--- src/hw/rtl/pfr_pkg.sv ---
// Shared types, codes and tables for the page framebuffer refresh block.
// No dependencies; imported by every module of the block.
package pfr_pkg;

    // Default screen geometry (top-level parameter defaults)
    localparam int DEF_SCREEN_WIDTH  = 128;
    localparam int DEF_SCREEN_HEIGHT = 64;

    // Frame store: 8 pages of 128 column bytes
    localparam int COLS_PER_PAGE = 128;
    localparam int MAX_PAGES     = 8;
    localparam int MEM_DEPTH     = COLS_PER_PAGE * MAX_PAGES;
    localparam int MEM_ADDR_W    = $clog2(MEM_DEPTH);

    // Request kinds
    localparam logic [1:0] KIND_WRITE   = 2'd0;
    localparam logic [1:0] KIND_READ    = 2'd1;
    localparam logic [1:0] KIND_REFRESH = 2'd2;

    // Configuration register indexes
    localparam logic CFG_PARTIAL    = 1'b0;
    localparam logic CFG_COL_OFFSET = 1'b1;

    // Display controller commands
    localparam logic [7:0] CMD_PAGE     = 8'hB0;
    localparam logic [7:0] CMD_COL_LOW  = 8'h00;
    localparam logic [7:0] CMD_COL_HIGH = 8'h10;
    localparam logic [7:0] CMD_RMW      = 8'hE0;

    // Page remap: logical page to controller page
    function automatic logic [2:0] page_remap(input logic [2:0] page);
        logic [2:0] r;
        unique case (page)
            3'd0: r = 3'd3;
            3'd1: r = 3'd2;
            3'd2: r = 3'd1;
            3'd3: r = 3'd0;
            3'd4: r = 3'd7;
            3'd5: r = 3'd6;
            3'd6: r = 3'd5;
            3'd7: r = 3'd4;
        endcase
        return r;
    endfunction

    // Execute-cycle request to the refresh sequencer
    typedef struct packed {
        logic       step;   // refresh step request
        logic       wr;     // in-range pixel write, widens dirty box
        logic [6:0] wx;
        logic [5:0] wy;
    } step_req_t;

    // Byte produced by a refresh step
    typedef struct packed {
        logic [7:0] out_byte;
        logic       is_data;
        logic       valid;
        logic       last;
    } step_rsp_t;

endpackage

--- src/hw/rtl/pfr_refresh.sv ---
// Refresh sequencer: dirty box tracking, frame box latch, page/phase/column cursors.
// Depends on pfr_pkg (step_req_t, step_rsp_t, commands, page remap).
module pfr_refresh #(
    parameter int SCREEN_WIDTH  = pfr_pkg::DEF_SCREEN_WIDTH,
    parameter int SCREEN_HEIGHT = pfr_pkg::DEF_SCREEN_HEIGHT
)
(
    input  logic                           clk,
    input  logic                           rst_n,
    input  pfr_pkg::step_req_t             req,
    input  logic                           partial_enable,
    input  logic [6:0]                     column_offset,
    input  logic [7:0]                     rd_data,
    output logic [pfr_pkg::MEM_ADDR_W-1:0] cur_addr,
    output pfr_pkg::step_rsp_t             rsp
);
    import pfr_pkg::*;

    localparam int         PAGE_COUNT = (SCREEN_HEIGHT + 7) / 8;
    localparam logic [6:0] X_MAX      = 7'(SCREEN_WIDTH - 1);
    localparam logic [5:0] Y_MAX      = 6'(SCREEN_HEIGHT - 1);

    localparam logic [2:0] PH_PAGE   = 3'd0;
    localparam logic [2:0] PH_COL_LO = 3'd1;
    localparam logic [2:0] PH_COL_HI = 3'd2;
    localparam logic [2:0] PH_RMW    = 3'd3;
    localparam logic [2:0] PH_DATA   = 3'd4;

    // lowest set bit: {found, index}
    function automatic logic [3:0] first_set(input logic [7:0] v);
        logic [3:0] r;
        r = '0;
        for (int p = 7; p >= 0; p--)
        begin
            if (v[p])
            begin
                r = {1'b1, 3'(p)};
            end
        end
        return r;
    endfunction

    logic       active_reg, active_next;
    logic [2:0] page_reg, page_next;
    logic [2:0] phase_reg, phase_next;
    logic [6:0] col_reg, col_next;
    logic [6:0] bx_lo_reg, bx_lo_next, bx_hi_reg, bx_hi_next;
    logic [5:0] by_lo_reg, by_lo_next, by_hi_reg, by_hi_next;
    logic [6:0] dx_lo_reg, dx_lo_next, dx_hi_reg, dx_hi_next;
    logic [5:0] dy_lo_reg, dy_lo_next, dy_hi_reg, dy_hi_next;

    logic [6:0] src_xlo, src_xhi, eff_xlo, eff_xhi;
    logic [5:0] src_ylo, src_yhi, eff_ylo, eff_yhi;
    logic [7:0] cov, later_mask;
    logic [3:0] first_any, first_later;
    logic [7:0] addr;

    assign cur_addr = {page_reg, col_reg};

    // box used at frame start: dirty box or whole screen
    assign src_xlo = partial_enable ? dx_lo_reg : 7'd0;
    assign src_xhi = partial_enable ? dx_hi_reg : X_MAX;
    assign src_ylo = partial_enable ? dy_lo_reg : 6'd0;
    assign src_yhi = partial_enable ? dy_hi_reg : Y_MAX;

    assign eff_xlo = active_reg ? bx_lo_reg : src_xlo;
    assign eff_xhi = active_reg ? bx_hi_reg : src_xhi;
    assign eff_ylo = active_reg ? by_lo_reg : src_ylo;
    assign eff_yhi = active_reg ? by_hi_reg : src_yhi;

    always_comb
    begin
        for (int p = 0; p < 8; p++)
        begin
            cov[p] = ({1'b0, eff_ylo} < 7'((p + 1) * 8)) && (eff_yhi >= 6'(p * 8))
                     && (p < PAGE_COUNT);
        end
    end

    assign later_mask  = ~((8'd2 << page_reg) - 8'd1);
    assign first_any   = first_set(cov);
    assign first_later = first_set(cov & later_mask);
    assign addr        = {1'b0, eff_xlo} + {1'b0, column_offset};

    always_comb
    begin
        logic       go;
        logic       advance;
        logic [2:0] pg;
        logic [2:0] ph;

        active_next = active_reg;
        page_next   = page_reg;
        phase_next  = phase_reg;
        col_next    = col_reg;
        bx_lo_next  = bx_lo_reg;
        bx_hi_next  = bx_hi_reg;
        by_lo_next  = by_lo_reg;
        by_hi_next  = by_hi_reg;
        dx_lo_next  = dx_lo_reg;
        dx_hi_next  = dx_hi_reg;
        dy_lo_next  = dy_lo_reg;
        dy_hi_next  = dy_hi_reg;
        rsp         = '0;
        go          = 1'b0;
        advance     = 1'b0;
        pg          = page_reg;
        ph          = phase_reg;

        if (req.step)
        begin
            go = 1'b1;
            if (!active_reg)
            begin
                // frame start: latch box, empty live box
                bx_lo_next = src_xlo;
                bx_hi_next = src_xhi;
                by_lo_next = src_ylo;
                by_hi_next = src_yhi;
                dx_lo_next = X_MAX;
                dx_hi_next = 7'd0;
                dy_lo_next = Y_MAX;
                dy_hi_next = 6'd0;
                if (!first_any[3])
                begin
                    rsp.last = 1'b1;
                    go       = 1'b0;
                end
                else
                begin
                    active_next = 1'b1;
                    pg          = first_any[2:0];
                    ph          = PH_PAGE;
                    page_next   = pg;
                    col_next    = 7'd0;
                end
            end

            if (go)
            begin
                rsp.valid = 1'b1;
                unique case (ph)
                    PH_COL_LO:
                    begin
                        rsp.out_byte = CMD_COL_LOW | {4'd0, addr[3:0]};
                        phase_next   = PH_COL_HI;
                    end
                    PH_COL_HI:
                    begin
                        rsp.out_byte = CMD_COL_HIGH | {4'd0, addr[7:4]};
                        phase_next   = PH_RMW;
                    end
                    PH_RMW:
                    begin
                        rsp.out_byte = CMD_RMW;
                        if (eff_xlo <= eff_xhi)
                        begin
                            phase_next = PH_DATA;
                            col_next   = eff_xlo;
                        end
                        else
                        begin
                            advance = 1'b1;
                        end
                    end
                    PH_DATA:
                    begin
                        rsp.is_data  = 1'b1;
                        rsp.out_byte = rd_data;
                        if (col_reg >= eff_xhi)
                        begin
                            advance = 1'b1;
                        end
                        else
                        begin
                            col_next = col_reg + 7'd1;
                        end
                    end
                    default:
                    begin
                        rsp.out_byte = CMD_PAGE | {5'd0, page_remap(pg)};
                        phase_next   = PH_COL_LO;
                    end
                endcase

                if (advance)
                begin
                    if (!first_later[3])
                    begin
                        active_next = 1'b0;
                        page_next   = 3'd0;
                        phase_next  = PH_PAGE;
                        col_next    = 7'd0;
                        rsp.last    = 1'b1;
                    end
                    else
                    begin
                        page_next  = first_later[2:0];
                        phase_next = PH_PAGE;
                    end
                end
            end
        end

        if (req.wr)
        begin
            if (req.wx < dx_lo_reg) dx_lo_next = req.wx;
            if (req.wx > dx_hi_reg) dx_hi_next = req.wx;
            if (req.wy < dy_lo_reg) dy_lo_next = req.wy;
            if (req.wy > dy_hi_reg) dy_hi_next = req.wy;
        end
    end

    always_ff @(posedge clk or negedge rst_n)
    begin
        if (!rst_n)
        begin
            active_reg <= 1'b0;
            page_reg   <= 3'd0;
            phase_reg  <= PH_PAGE;
            col_reg    <= 7'd0;
            bx_lo_reg  <= 7'd0;
            bx_hi_reg  <= 7'd0;
            by_lo_reg  <= 6'd0;
            by_hi_reg  <= 6'd0;
            dx_lo_reg  <= 7'd0;
            dx_hi_reg  <= X_MAX;
            dy_lo_reg  <= 6'd0;
            dy_hi_reg  <= Y_MAX;
        end
        else
        begin
            active_reg <= active_next;
            page_reg   <= page_next;
            phase_reg  <= phase_next;
            col_reg    <= col_next;
            bx_lo_reg  <= bx_lo_next;
            bx_hi_reg  <= bx_hi_next;
            by_lo_reg  <= by_lo_next;
            by_hi_reg  <= by_hi_next;
            dx_lo_reg  <= dx_lo_next;
            dx_hi_reg  <= dx_hi_next;
            dy_lo_reg  <= dy_lo_next;
            dy_hi_reg  <= dy_hi_next;
        end
    end

endmodule

--- config.mk ---
export PLATFORM = sky130hd
export DESIGN_NAME = pfr_refresh
export DESIGN_NICKNAME = d
export VERILOG_FILES = /design/src/hw/rtl/pfr_pkg.sv /design/src/hw/rtl/pfr_refresh.sv
export SDC_FILE = /design/constraint.sdc
export NUM_CORES = 1
export LEC_CHECK = 0
export BUFFER_PORTS_ARGS = -buffer_cell sky130_fd_sc_hd__clkbuf_2
export CORE_UTILIZATION = 56
export CTS_BUF_LIST = sky130_fd_sc_hd__clkbuf_8
export CTS_CLUSTER_SIZE = 10
export DETAILED_ROUTE_END_ITERATION = 7
export PLACE_DENSITY = 0.91
export SLEW_MARGIN = 5
export SYNTH_ARGS = -nofsm -noshare
export SYNTH_HDL_FRONTEND = slang
export SYNTH_SLANG_ARGS = --single-unit
--- constraint.sdc ---
create_clock -name clk -period 4.6 [get_ports clk]
set_input_delay 1.15 -clock clk [delete_from_list [all_inputs] [get_ports clk]]
set_output_delay 1.15 -clock clk [all_outputs]
set_load 0.01 [all_outputs]
# ---- Yosys cells after proc, flatten, opt, wreduce, memory -nomap -nowiden
# Memories as Yosys holds them, arrays and structs flattened.
# Cells that the tools add are included.
dict set report word_totals {
  n_memories 1
  ff_bits 66
  output_inout_bits 21
  in_bits 33
  word_cells 133
  romBits 24
}
dict set report classes {
  magnitude_cmp 21
  shift 1
  eq_ne 6
  reduce_logical 8
  muxes 79
  bitwise_logic 2
  n_addsub 3
}
# name words word_bits read_ports rd_ports_with_merged_regs wr line
set memory_table {}
lappend memory_table {{(name not given)} 8 3 1 0 0 pfr_pkg.sv:33} ;# unique case (page)
# operator n
set op_table {}
lappend op_table {{7-bit two-way mux} 19}
lappend op_table {{6-bit two-way mux} 12}
lappend op_table {{4-bit two-way mux} 16}
lappend op_table {{3-bit two-way mux} 11}
lappend op_table {{8-bit one-hot mux with 4 select lines} 1}
lappend op_table {{6-bit greater-or-equal comparator (second input constant)} 4}
lappend op_table {{6-bit less-than comparator (second input constant)} 4}
lappend op_table {{11-bit two-way mux} 2}
lappend op_table {{1-bit two-way mux} 15}
lappend op_table {{7-bit one-hot mux with 2 select lines} 1}
lappend op_table {{6-bit by 5-bit greater-or-equal comparator with 1-bit output (second input constant)} 2}
lappend op_table {{6-bit by 5-bit less-than comparator with 1-bit output (second input constant)} 2}
lappend op_table {{3-bit one-hot mux with 4 select lines} 1}
lappend op_table {{7-bit by 7-bit adder with 8-bit output} 1}
lappend op_table {{8-bit bitwise AND} 1}
lappend op_table {{8-bit inverter} 1}
lappend op_table {{2-bit by 3-bit left shift with 8-bit output (first input constant)} 1}
lappend op_table {{8-bit by 1-bit subtractor with 8-bit output (second input constant)} 1}
lappend op_table {{7-bit by 1-bit adder with 7-bit output (second input constant)} 1}
lappend op_table {{7-bit greater-or-equal comparator} 1}
lappend op_table {{7-bit greater-than comparator} 1}
lappend op_table {{7-bit <= comparator} 1}
lappend op_table {{1-bit logical AND} 7}
lappend op_table {{7-bit less-than comparator} 1}
lappend op_table {{12 further kinds} 13}

# ---- Longest topological paths before layout
# Gate-level depths: netlist of the first run.
dict set report logic_depth {
  word_depth 21
  mapped_depth 16
  ltp_nobuf 12
}

# ---- Least setup slack after synthesis of the first run
# No wires, ideal clock.
dict set report synth_path {
  path_type {input to output}
  start {input partial_enable}
  end {output rsp[0] (netlist bit)}
  arrival_ns 3.669
  stages 13
  path_buffers 3
  setup_slack_ns -0.219
  required_time_ns 3.450
  cell_sequence {buf_4 -> clkbuf_1 -> buf_1 -> nor3b_1 -> a21oi_1 -> ha_1 -> nand2b_1 -> a2111oi_0 -> o31a_1 -> o21ai_1 -> nor2b_2 -> and4b_1 -> o21a_1}
}
# element line
set synth_lines {}
lappend synth_lines {{start, declared} pfr_refresh.sv:11} ;# input logic partial_enable,
lappend synth_lines {{end, declared} pfr_refresh.sv:15} ;# output pfr_pkg::step_rsp_t rsp

==> run_results.csv, run 1 <==
group,metric,value,unit
outcome,outcome,"finished, final reports clean",
drt,first_iter_violations,303,
synth,yosys-top-cells-count,"95 x nand2_1, 58 x o21ai_0, 47 x dfrtp_1, 47 x ha_1, 42 x a21oi_1",
final_layout,design_area,0.00586,mm²
final_layout,seq_area,0.00152,mm²
grt,grt_max_degree,35,
grt,grt_pass1_vias,4606,
setup_path,critPathMaxFanout,9,
placement,hpwl,9890,µm
synth,synth_most_common_cell,"nand2_1",
setup_path,cp-end-kind,"output port",
setup_path,r2r_slack,0.97,ns
synth,syn_nets,699,
clock_tree,htree_levels,3,
placement,gp_congestion,0.961,
synth,synth-seq-cells,60,
timing,max-slew-margin-rel,52.5,%
synth,yosys_warnings,0,
timing,period_share,98.9,%
floorplan,die_w,97.6,µm
setup_path,cp.required,3.45,ns
clock_tree,cts_sinks,60,
synth,synth_top_area_cell,"dfrtp_1",
min_path,min_from,"dy_hi_reg[1]",
synth,ys_seq_area_share,29.7,%
floorplan,ios,54,
power,p_leak,2.77,nW
grt,grt_pass1_wl,21600,µm
synth,synthTopCellsByArea,"dfrtp_1 23%, ha_1 11%, nand2_1 7.0%",
timing,slew_violations,0,
setup_path,critPathLaunchType,"input port",
power,vdd_ir_drop_max,0.000316,V
floorplan,core,0.00876,mm²
timing,final-setup-viol-count,0,
grt,grt_antenna_before_repair,0,
min_path,min_path_cells,2,
job,max-cap-violations,0,
grt,track_usage,27.8,%
timing,fin_setup_tns,0,ns
setup_path,reg2reg_from,"active_reg",
placement,io_buffers,53,
drt,via_count,4805,
setup_path,worstPathArrival,3.40,ns
timing,tightest_slew,0.712,ns
timing,clock_skew,0.0124,ns
final_layout,fill_cells,722,
final_layout,nets,758,
final_layout,n_antenna_cell,0,
timing,fmax,220,MHz
setup_path,timing.rr.end,"active_reg",
min_path,min_to,"dy_hi_reg[1]",
clock_tree,clk_latency,0.36,ns
synth,synthesis.area,0.00511,mm²
drt,drt-total-wl,13000,µm
final_layout,drive_gt1_share,24.5,%
drt,drcViolationCount,0,
drt,avgViaCountPerCell,6.08,
floorplan,die_area,0.00952,mm²
power,power.density,594,mW/mm²
setup_path,r2r_cells,14,
floorplan,fp.dieH,97.6,µm
clock_tree,tritoncts,"done",
final_layout,syn_to_final_growth,14.6,%
drt,drt-wirelength-per-cell,16.5,µm
clock_tree,cts.root.buffer_cell,"clkbuf_8",
clock_tree,clk_path_buf_depth,2,
synth,synth_edf_count,0,
placement,place_area,0.00556,mm²
timing,hold_violations,0,
floorplan,start_util,58.4,%
clock_tree,clk_pin_slew,0.07,ns
timing,min_period,4.55,ns
min_path,hp-class,"reg -> reg",
synth,synth_flop_cell,"dfrtp_1",
synth,synth_top_area_share,23.0,%
synth,synth_cell_types,80,
timing,whs,0.478,ns
drt,first_pass_iters,5,
clock_tree,numCtsBuffers,9,
synth,async_flop_share,100,%
setup_path,worstSetupPathType,"in -> out",
grt,globalRouteOverflowTotal,0,
drt,ant_nets,0,
floorplan,num_rows,34,
synth,syn-instance-count,618,
synth,syn-mean-instance-area,8.27,µm²
final_layout,utilization,66.8,%
final_layout,multi_input_area,0.00339,mm²
-- per-layer routing --
metal | track usage (%) | vias to the layer above | wire (µm)
met5 | 0 | - | 0
met4 | 9.39 | 0 | 218
met3 | 4.17 | 20 | 798
met2 | 45.1 | 188 | 6230
met1 | 37.9 | 2276 | 5770
li1 | - | 2321 | -
-- stage by stage --
stage | total power [mW] | instances | setup slack (ns)
4_1_cts | 3.41 | 787 | 0.0279
6_report | 3.48 | 790 | 0.0524
2_1_floorplan | 2.37 | 618 | -0.0221
5_1_grt | 3.76 | 790 | -0.0133
3_5_place_dp | 2.93 | 771 | -0.154
3_3_place_gp | 2.82 | 771 | -0.0993
-- final cells by class --
class                      count  area share, %
timing repair buffer          79           8.07
inverter                      42           2.69
clock inverter                 6          0.833
multi-input combinational    485           57.8
clock buffer                  10           2.35
tap                          108           2.31
sequential                    60           25.9
-- cell families (layout without fill, tap and decap cells) --
group | Yosys count | count (layout) | share of synthesized area [%]
mux | 26 | 26 | 5.46
fa+ha+maj | 48 | 48 | 11.9
xor+xnor | 8 | 8 | 1.37
buf+inv | 73 | 137 | 5.75
simple gates | 206 | 206 | 20.1
flops | 60 | 60 | 29.7
compound gates | 197 | 197 | 25.8
-- layout by cell type, fill, tap and decap left out, types with 15 or more instances in the layout --
cell	count
nand2_1	92
o21ai_0	53
clkbuf_2	51
ha_1	46
dfrtp_1	46
inv_1	39
a21oi_1	39
nor2_1	30
buf_4	25
nand2b_1	15
mux2_2	15
-- power by group --
group / internal, mW / switching [mW] / leakage (nW)
Clock: 0.213 / 0.239 / 0.0851
Combinational: 0.887 / 1.09 / 1.98
Sequential: 0.780 / 0.276 / 0.698
Total: 1.88 / 1.60 / 2.77
-- critical path: stages --
cell	delay, ns
clkbuf_8	0.14
buf_6	0.14
nand2_2	0.07
mux2i_2	0.08
buf_4	0.15
buf_4	0.12
ha_1	0.30
o211ai_1	0.11
o31a_1	0.32
o21ai_2	0.16
nor2b_2	0.16
and4b_1	0.22
o21a_1	0.13
clkbuf_2	0.13
-- repair_timing --
action / in CTS / in global routing
gates resized for setup: 10 / 20
endpoints found under the setup margin: 4 / 5
hold buffers: 0 / 0
buffers inserted: 0 / 3
pin swaps: 2 / 8
-- how the worst max path moves through the flow --
| stage | start | to | slack (ns) | cells past startpoint |
|---|---|---|---|---|
| 3_3_place_gp | partial_enable | rsp[0] | -0.1 | 12 |
| 6_report | partial_enable | rsp[0] | 0.05 | 14 |
| 2_1_floorplan | partial_enable | rsp[0] | -0.02 | 13 |
| 5_1_grt | partial_enable | rsp[0] | -0.01 | 14 |
| 4_1_cts | partial_enable | rsp[0] | 0.03 | 13 |
| 3_5_place_dp | partial_enable | rsp[0] | -0.15 | 12 |
No activity file was read; power rests on OpenSTA's default activity.
==> inputs of run 2 (changes only) <==
- CORE_UTILIZATION: 56 -> 60
- PLACE_DENSITY: 0.91 -> 0.92
- clock period: 4.6 -> 5.3 ns (I/O delays scaled with it)
==> run 2 against run 1 <==
Hold slack improved by 0.0035 ns. Total power fell by 12%. Clock skew down 0.0032 ns. Clock power up 18%. Final area is 2.2% lower. Cell count down 2.2%. Die area fell by 6.5%. Count of clock-buffer cells in the layout increased by 1. Flip-flop and latch count did not move. Sequential power is 14% lower. Register-to-register slack improved by 0.74 ns. Largest cell class unchanged.
==> run_results.csv, run 2 (synthesis gave the netlist of run 1 again) <==
group,metric,value,unit
grt,globalRouteOverflowTotal,0,
clock_tree,htree_levels,3,
floorplan,core,0.00822,mm²
timing,slew_violations,0,
clock_tree,post_cts_buffers,0,
floorplan,num_rows,33,
power,power.density,537,mW/mm²
power,p_sw_share,44.1,%
final_layout,final_common_cell,"nand2_1",
drt,dr_wl_met2,6490,µm
drt,first_iter_violations,292,
drt,drt-wirelength-per-cell,17.3,µm
setup_path,cp-end-kind,"output port",
power,p_comb_share,52.9,%
timing,fin_ws,0.138,ns
grt,grt_max_degree,61,
drt,ant_nets,0,
timing,period_share,97.4,%
clock_tree,tritoncts,"done",
floorplan,start_util,62.2,%
timing,whs,0.481,ns
clock_tree,clk_pin_slew,0.07,ns
drt,avgViaCountPerCell,6.33,
drt,top_layer,"met4",
clock_tree,cts_sinks,60,
placement,dp_slack,0.151,ns
final_layout,nets,744,
clock_tree,cts.root.buffer_cell,"clkbuf_8",
power,seqPwrFrac,29.8,%
setup_path,r2r_slack,1.71,ns
final_layout,utilization,69.7,%
setup_path,reg2reg_from,"active_reg",
drt,via_count,4894,
power,clkPwrFrac,17.3,%
power,p_int,1.72,mW
min_path,min_from,"dy_hi_reg[1]",
power,p_leak,2.73,nW
timing,min_period,5.16,ns
outcome,outcome,"finished, final reports clean",
final_layout,drive_gt1_share,19.9,%
clock_tree,ctsHoldBuffers,0,
drt,wl_met3,921,µm
grt,track_usage,31.4,%
power,p_sw,1.36,mW
setup_path,critPathMaxFanout,12,
floorplan,ios,54,
timing,fmax,194,MHz
setup_path,worstSetupPathType,"in -> out",
power,power.total,3.08,mW
placement,io_buffers,53,
final_layout,n_antenna_cell,0,
clock_tree,numCtsBuffers,9,
min_path,hp-class,"reg -> reg",
min_path,min_to,"dy_hi_reg[1]",
grt,grt_pass1_vias,4745,
drt,wl_met1,5550,µm
timing,tightest_slew,0.768,ns
clock_tree,clk_path_buf_depth,2,
setup_path,timing.rr.end,"active_reg",
placement,hpwl,10000,µm
floorplan,die_w,94.3,µm
final_layout,most-common-layout-cells,"95 x nand2_1, 57 x o21ai_0, 52 x clkbuf_2",
power,vdd_ir_drop_max,0.000252,V
placement,gp_congestion,0.971,
final_layout,syn_to_final_growth,12.1,%
timing,hold_violations,0,
timing,final-setup-viol-count,0,
grt,grt_pass1_wl,21900,µm
final_layout,fill_cells,659,
setup_path,r2r_cells,11,
floorplan,die_area,0.00890,mm²
drt,first_pass_iters,5,
min_path,min_path_cells,2,
job,max-cap-violations,0,
drt,drcViolationCount,0,
setup_path,worstPathArrival,3.84,ns
setup_path,critPathLaunchType,"input port",
setup_path,cp.required,3.97,ns
floorplan,fp.dieH,94.3,µm
grt,grt_antenna_before_repair,0,
timing,clock_skew,0.00923,ns
drt,drt-total-wl,13400,µm
timing,max-slew-margin-rel,48.8,%
clock_tree,clk_latency,0.35,ns
## run 2: cell count changes in the layout (fill, tap and decap cells not counted), sizes merged
cell / delta
buf: -15
bufinv: +3
clkbuf: +2
clkinv: -2
clkinvlp: -2
## run 2: per-stage QoR
| stage | area [µm²] | setup TNS (ns) | std cells |
|---|---|---|---|
| after floorplan | 5110 | 0 | 618 |
| after global placement | 5460 | 0 | 757 |
| after detailed placement | 5460 | 0 | 757 |
| after CTS | 5720 | 0 | 773 |
| after global routing | 5730 | -0.0443 | 773 |
| final | 5730 | 0 | 773 |
## run 2: how the worst max path moves through the flow
stage | start | endpoint | slack [ns] | depth (start not counted)
finish | partial_enable | rsp[0] | 0.14 | 12
global route | partial_enable | rsp[0] | -0.04 | 13
CTS | partial_enable | rsp[0] | 0.13 | 12
detailed placement | partial_enable | rsp[0] | 0.15 | 12
global placement | partial_enable | rsp[3] | 0.25 | 14
floorplan | partial_enable | rsp[0] | 0.13 | 13
## run 2: repair_timing
item | CTS | global route
endpoints found under the hold margin | 0 | 0
endpoints found under the setup margin | 0 | 2
resized for setup | 0 | 6
## run 2: area by class of cell
cell class | instances | area, µm² | area share, %
timing repair buffer | 65 | 358 | 6.24
clock inverter | 5 | 106 | 1.86
clock buffer | 11 | 151 | 2.64
multi-input combinational | 485 | 3310 | 57.7
inverter | 42 | 158 | 2.75
tap | 105 | 131 | 2.29
sequential | 60 | 1520 | 26.5
## run 2: worst max-delay path, stage by stage
cell      delay, ns
clkbuf_4       0.20
nand2_1        0.09
o21ai_0        0.34
ha_1           0.31
and4_1         0.23
a41oi_1        0.29
o31ai_1        0.13
o21ai_1        0.13
nor2b_2        0.20
and4b_1        0.28
o21a_1         0.16
clkbuf_2       0.13
## run 2: layer usage
metal	track usage [%]	vias up
met5	0	-
met4	14.9	0
met3	5.18	47
met2	53.0	247
met1	38.8	2298
li1	-	2302
## run 2: power by group through the flow
stage               clock network [mW]  logic (mW)  registers [mW]
detailed placement                   0        1.58           0.916
global route                     0.555        1.81           0.942
floorplan                            0        1.23           0.813
global placement                     0        1.49           0.903
finish                           0.533        1.63           0.916
CTS                              0.537        1.59           0.909
==> inputs of run 3 (changes only) <==
--- a/config.mk
+++ b/config.mk
@@ -8,3 +8,3 @@
 export BUFFER_PORTS_ARGS = -buffer_cell sky130_fd_sc_hd__clkbuf_2
-export CORE_UTILIZATION = 60
+export CORE_UTILIZATION = 45
 export CTS_BUF_LIST = sky130_fd_sc_hd__clkbuf_8
@@ -12,3 +12,3 @@
 export DETAILED_ROUTE_END_ITERATION = 7
-export PLACE_DENSITY = 0.92
+export PLACE_DENSITY = 0.75
 export SLEW_MARGIN = 5
==> constraint.sdc (replaced) <==
create_clock -name clk -period 5.3 [get_ports clk]
set_input_delay 0.795 -clock clk [delete_from_list [all_inputs] [get_ports clk]]
set_output_delay 0.795 -clock clk [all_outputs]
set_load 0.01 [all_outputs]
==> run 3 against run 2 <==
Die area is 33% higher. Count of clock-buffer cells in the layout is 2 lower. Critical path depth stayed put. First-iteration DRC count is 11% higher. Critical endpoint unchanged. Largest cell class unchanged.
==> run_results.csv, run 3 (synthesis gave the netlist of run 1 again) <==
group,metric,value,unit
clock_tree,post_cts_buffers,0,
timing,hold_violations,0,
final_layout,nets,736,
final_layout,drive_gt1_share,18.8,%
clock_tree,cts_sinks,60,
floorplan,ios,54,
clock_tree,cts.root.buffer_cell,"clkbuf_8",
grt,grt_pass1_vias,4552,
clock_tree,clk_pin_slew,0.07,ns
placement,dp_slack,0.839,ns
clock_tree,htree_levels,3,
floorplan,num_rows,38,
grt,globalRouteOverflowTotal,0,
grt,grt_max_degree,61,
setup_path,cp-end-kind,"output port",
drt,first_iter_violations,325,
drt,drcViolationCount,0,
placement,gp_congestion,0.918,
floorplan,start_util,46.8,%
drt,via_count,4648,
timing,tightest_slew,1.08,ns
timing,rsz0062_at_grt,"no",
power,vdd_ir_drop_max,0.000273,V
clock_tree,clk_path_buf_depth,2,
min_path,hp-class,"reg -> reg",
clock_tree,numCtsBuffers,9,
setup_path,critPathLaunchType,"input port",
final_layout,final_common_cell,"nand2_1",
power,power.density,517,mW/mm²
floorplan,die_area,0.0118,mm²
timing,whs,0.475,ns
final_layout,utilization,51.8,%
setup_path,worstSetupPathType,"in -> out",
setup_path,cp_cell_sequence,"clkbuf_2, nand2_1, o21ai_0, ha_1, and4_1, a21boi_0, o31ai_1, o21ai_1, nor2b_2, and4b_1, o21a_1, clkbuf_2",
grt,grt_pass1_wl,21100,µm
placement,hpwl,9590,µm
power,power.total,2.93,mW
clock_tree,clk_latency,0.34,ns
clock_tree,tritoncts,"done",
setup_path,critPathMaxFanout,32,
timing,fin_setup_tns,0,ns
grt,grt_antenna_before_repair,0,
clock_tree,ctsHoldBuffers,0,
final_layout,n_antenna_cell,0,
setup_path,crit_top_cell,"clkbuf_2",
final_layout,syn_to_final_growth,10.7,%
timing,period_share,85.7,%
drt,drt-total-wl,12600,µm
timing,fin_ws,0.758,ns
setup_path,worstPathArrival,3.75,ns
setup_path,cp_slowest_cell,"o21ai_0",
final_layout,fill_cells,1045,
drt,avgViaCountPerCell,5.81,
power,p_leak,2.67,nW
floorplan,core,0.0109,mm²
outcome,outcome,"finished, final reports clean",
drt,ant_nets,0,
placement,io_buffers,53,
timing,fmax,220,MHz
timing,clock_skew,0.0123,ns
timing,max-slew-margin-rel,28.1,%
floorplan,fp.dieH,109,µm
setup_path,r2r_slack,1.71,ns
setup_path,max_stage_delay,0.50,ns
floorplan,die_w,109,µm
clock_tree,ctsResizeCount,0,
timing,min_period,4.54,ns
drt,first_pass_iters,5,
setup_path,cp.required,4.51,ns
timing,final-setup-viol-count,0,
grt,track_usage,22.6,%
timing,slew_violations,0,
final_layout,most-common-layout-cells,"95 x nand2_1, 58 x o21ai_0, 53 x clkbuf_2",
drt,drt-wirelength-per-cell,15.7,µm
job,max-cap-violations,0,
## run 3: where the power goes
part           leakage, nW  switching, mW  internal [mW]
clock                0.109          0.184          0.263
combinational         1.86          0.900          0.675
sequential           0.699          0.229          0.677
## run 3: final timing paths
check / from / end / cells past startpoint
worst max-delay path: partial_enable / rsp[0] / 12
worst min-delay path: dx_hi_reg[3] / dx_hi_reg[3] / 2
worst max register to register: active_reg / active_reg / 12
worst min register to register: dx_hi_reg[3] / dx_hi_reg[3] / 2
max in group asynchronous: rst_n / bx_lo_reg[3] / 2
min in group asynchronous: rst_n / dy_lo_reg[2] / 2
## run 3: per-stage QoR
step / cells / instance area, µm²
global route: 800 / 5660
finish: 800 / 5660
detailed placement: 784 / 5450
global placement: 784 / 5450
floorplan: 618 / 5110
CTS: 800 / 5660
## run 3: final cells by class
class / instances / area [µm²] / area share, %
multi-input cells: 485 / 3300 / 58.3
flip-flops and latches: 60 / 1520 / 26.8
repair buffers: 57 / 295 / 5.21
well taps: 140 / 175 / 3.09
inverters: 42 / 158 / 2.78
clock buffers: 9 / 124 / 2.19
clock inverters: 7 / 91.3 / 1.61
## run 3: worst max-delay path: cells and delay by family
family	cells	cell delay (ns)
buffers and inverters	2	0.56
adders and majority gates	1	0.24
AOI/OAI and AO/OA	5	1.27
and+or+nand+nor	4	0.87
## run 3: routing by layer
metal	global-route usage [%]	vias to the layer above	part of all wire (%)
li1	-	2287	-
met2	38.4	156	47
met1	29.2	2191	47
met3	4.22	14	5.2
met4	6.37	0	1.3
met5	0	-	0
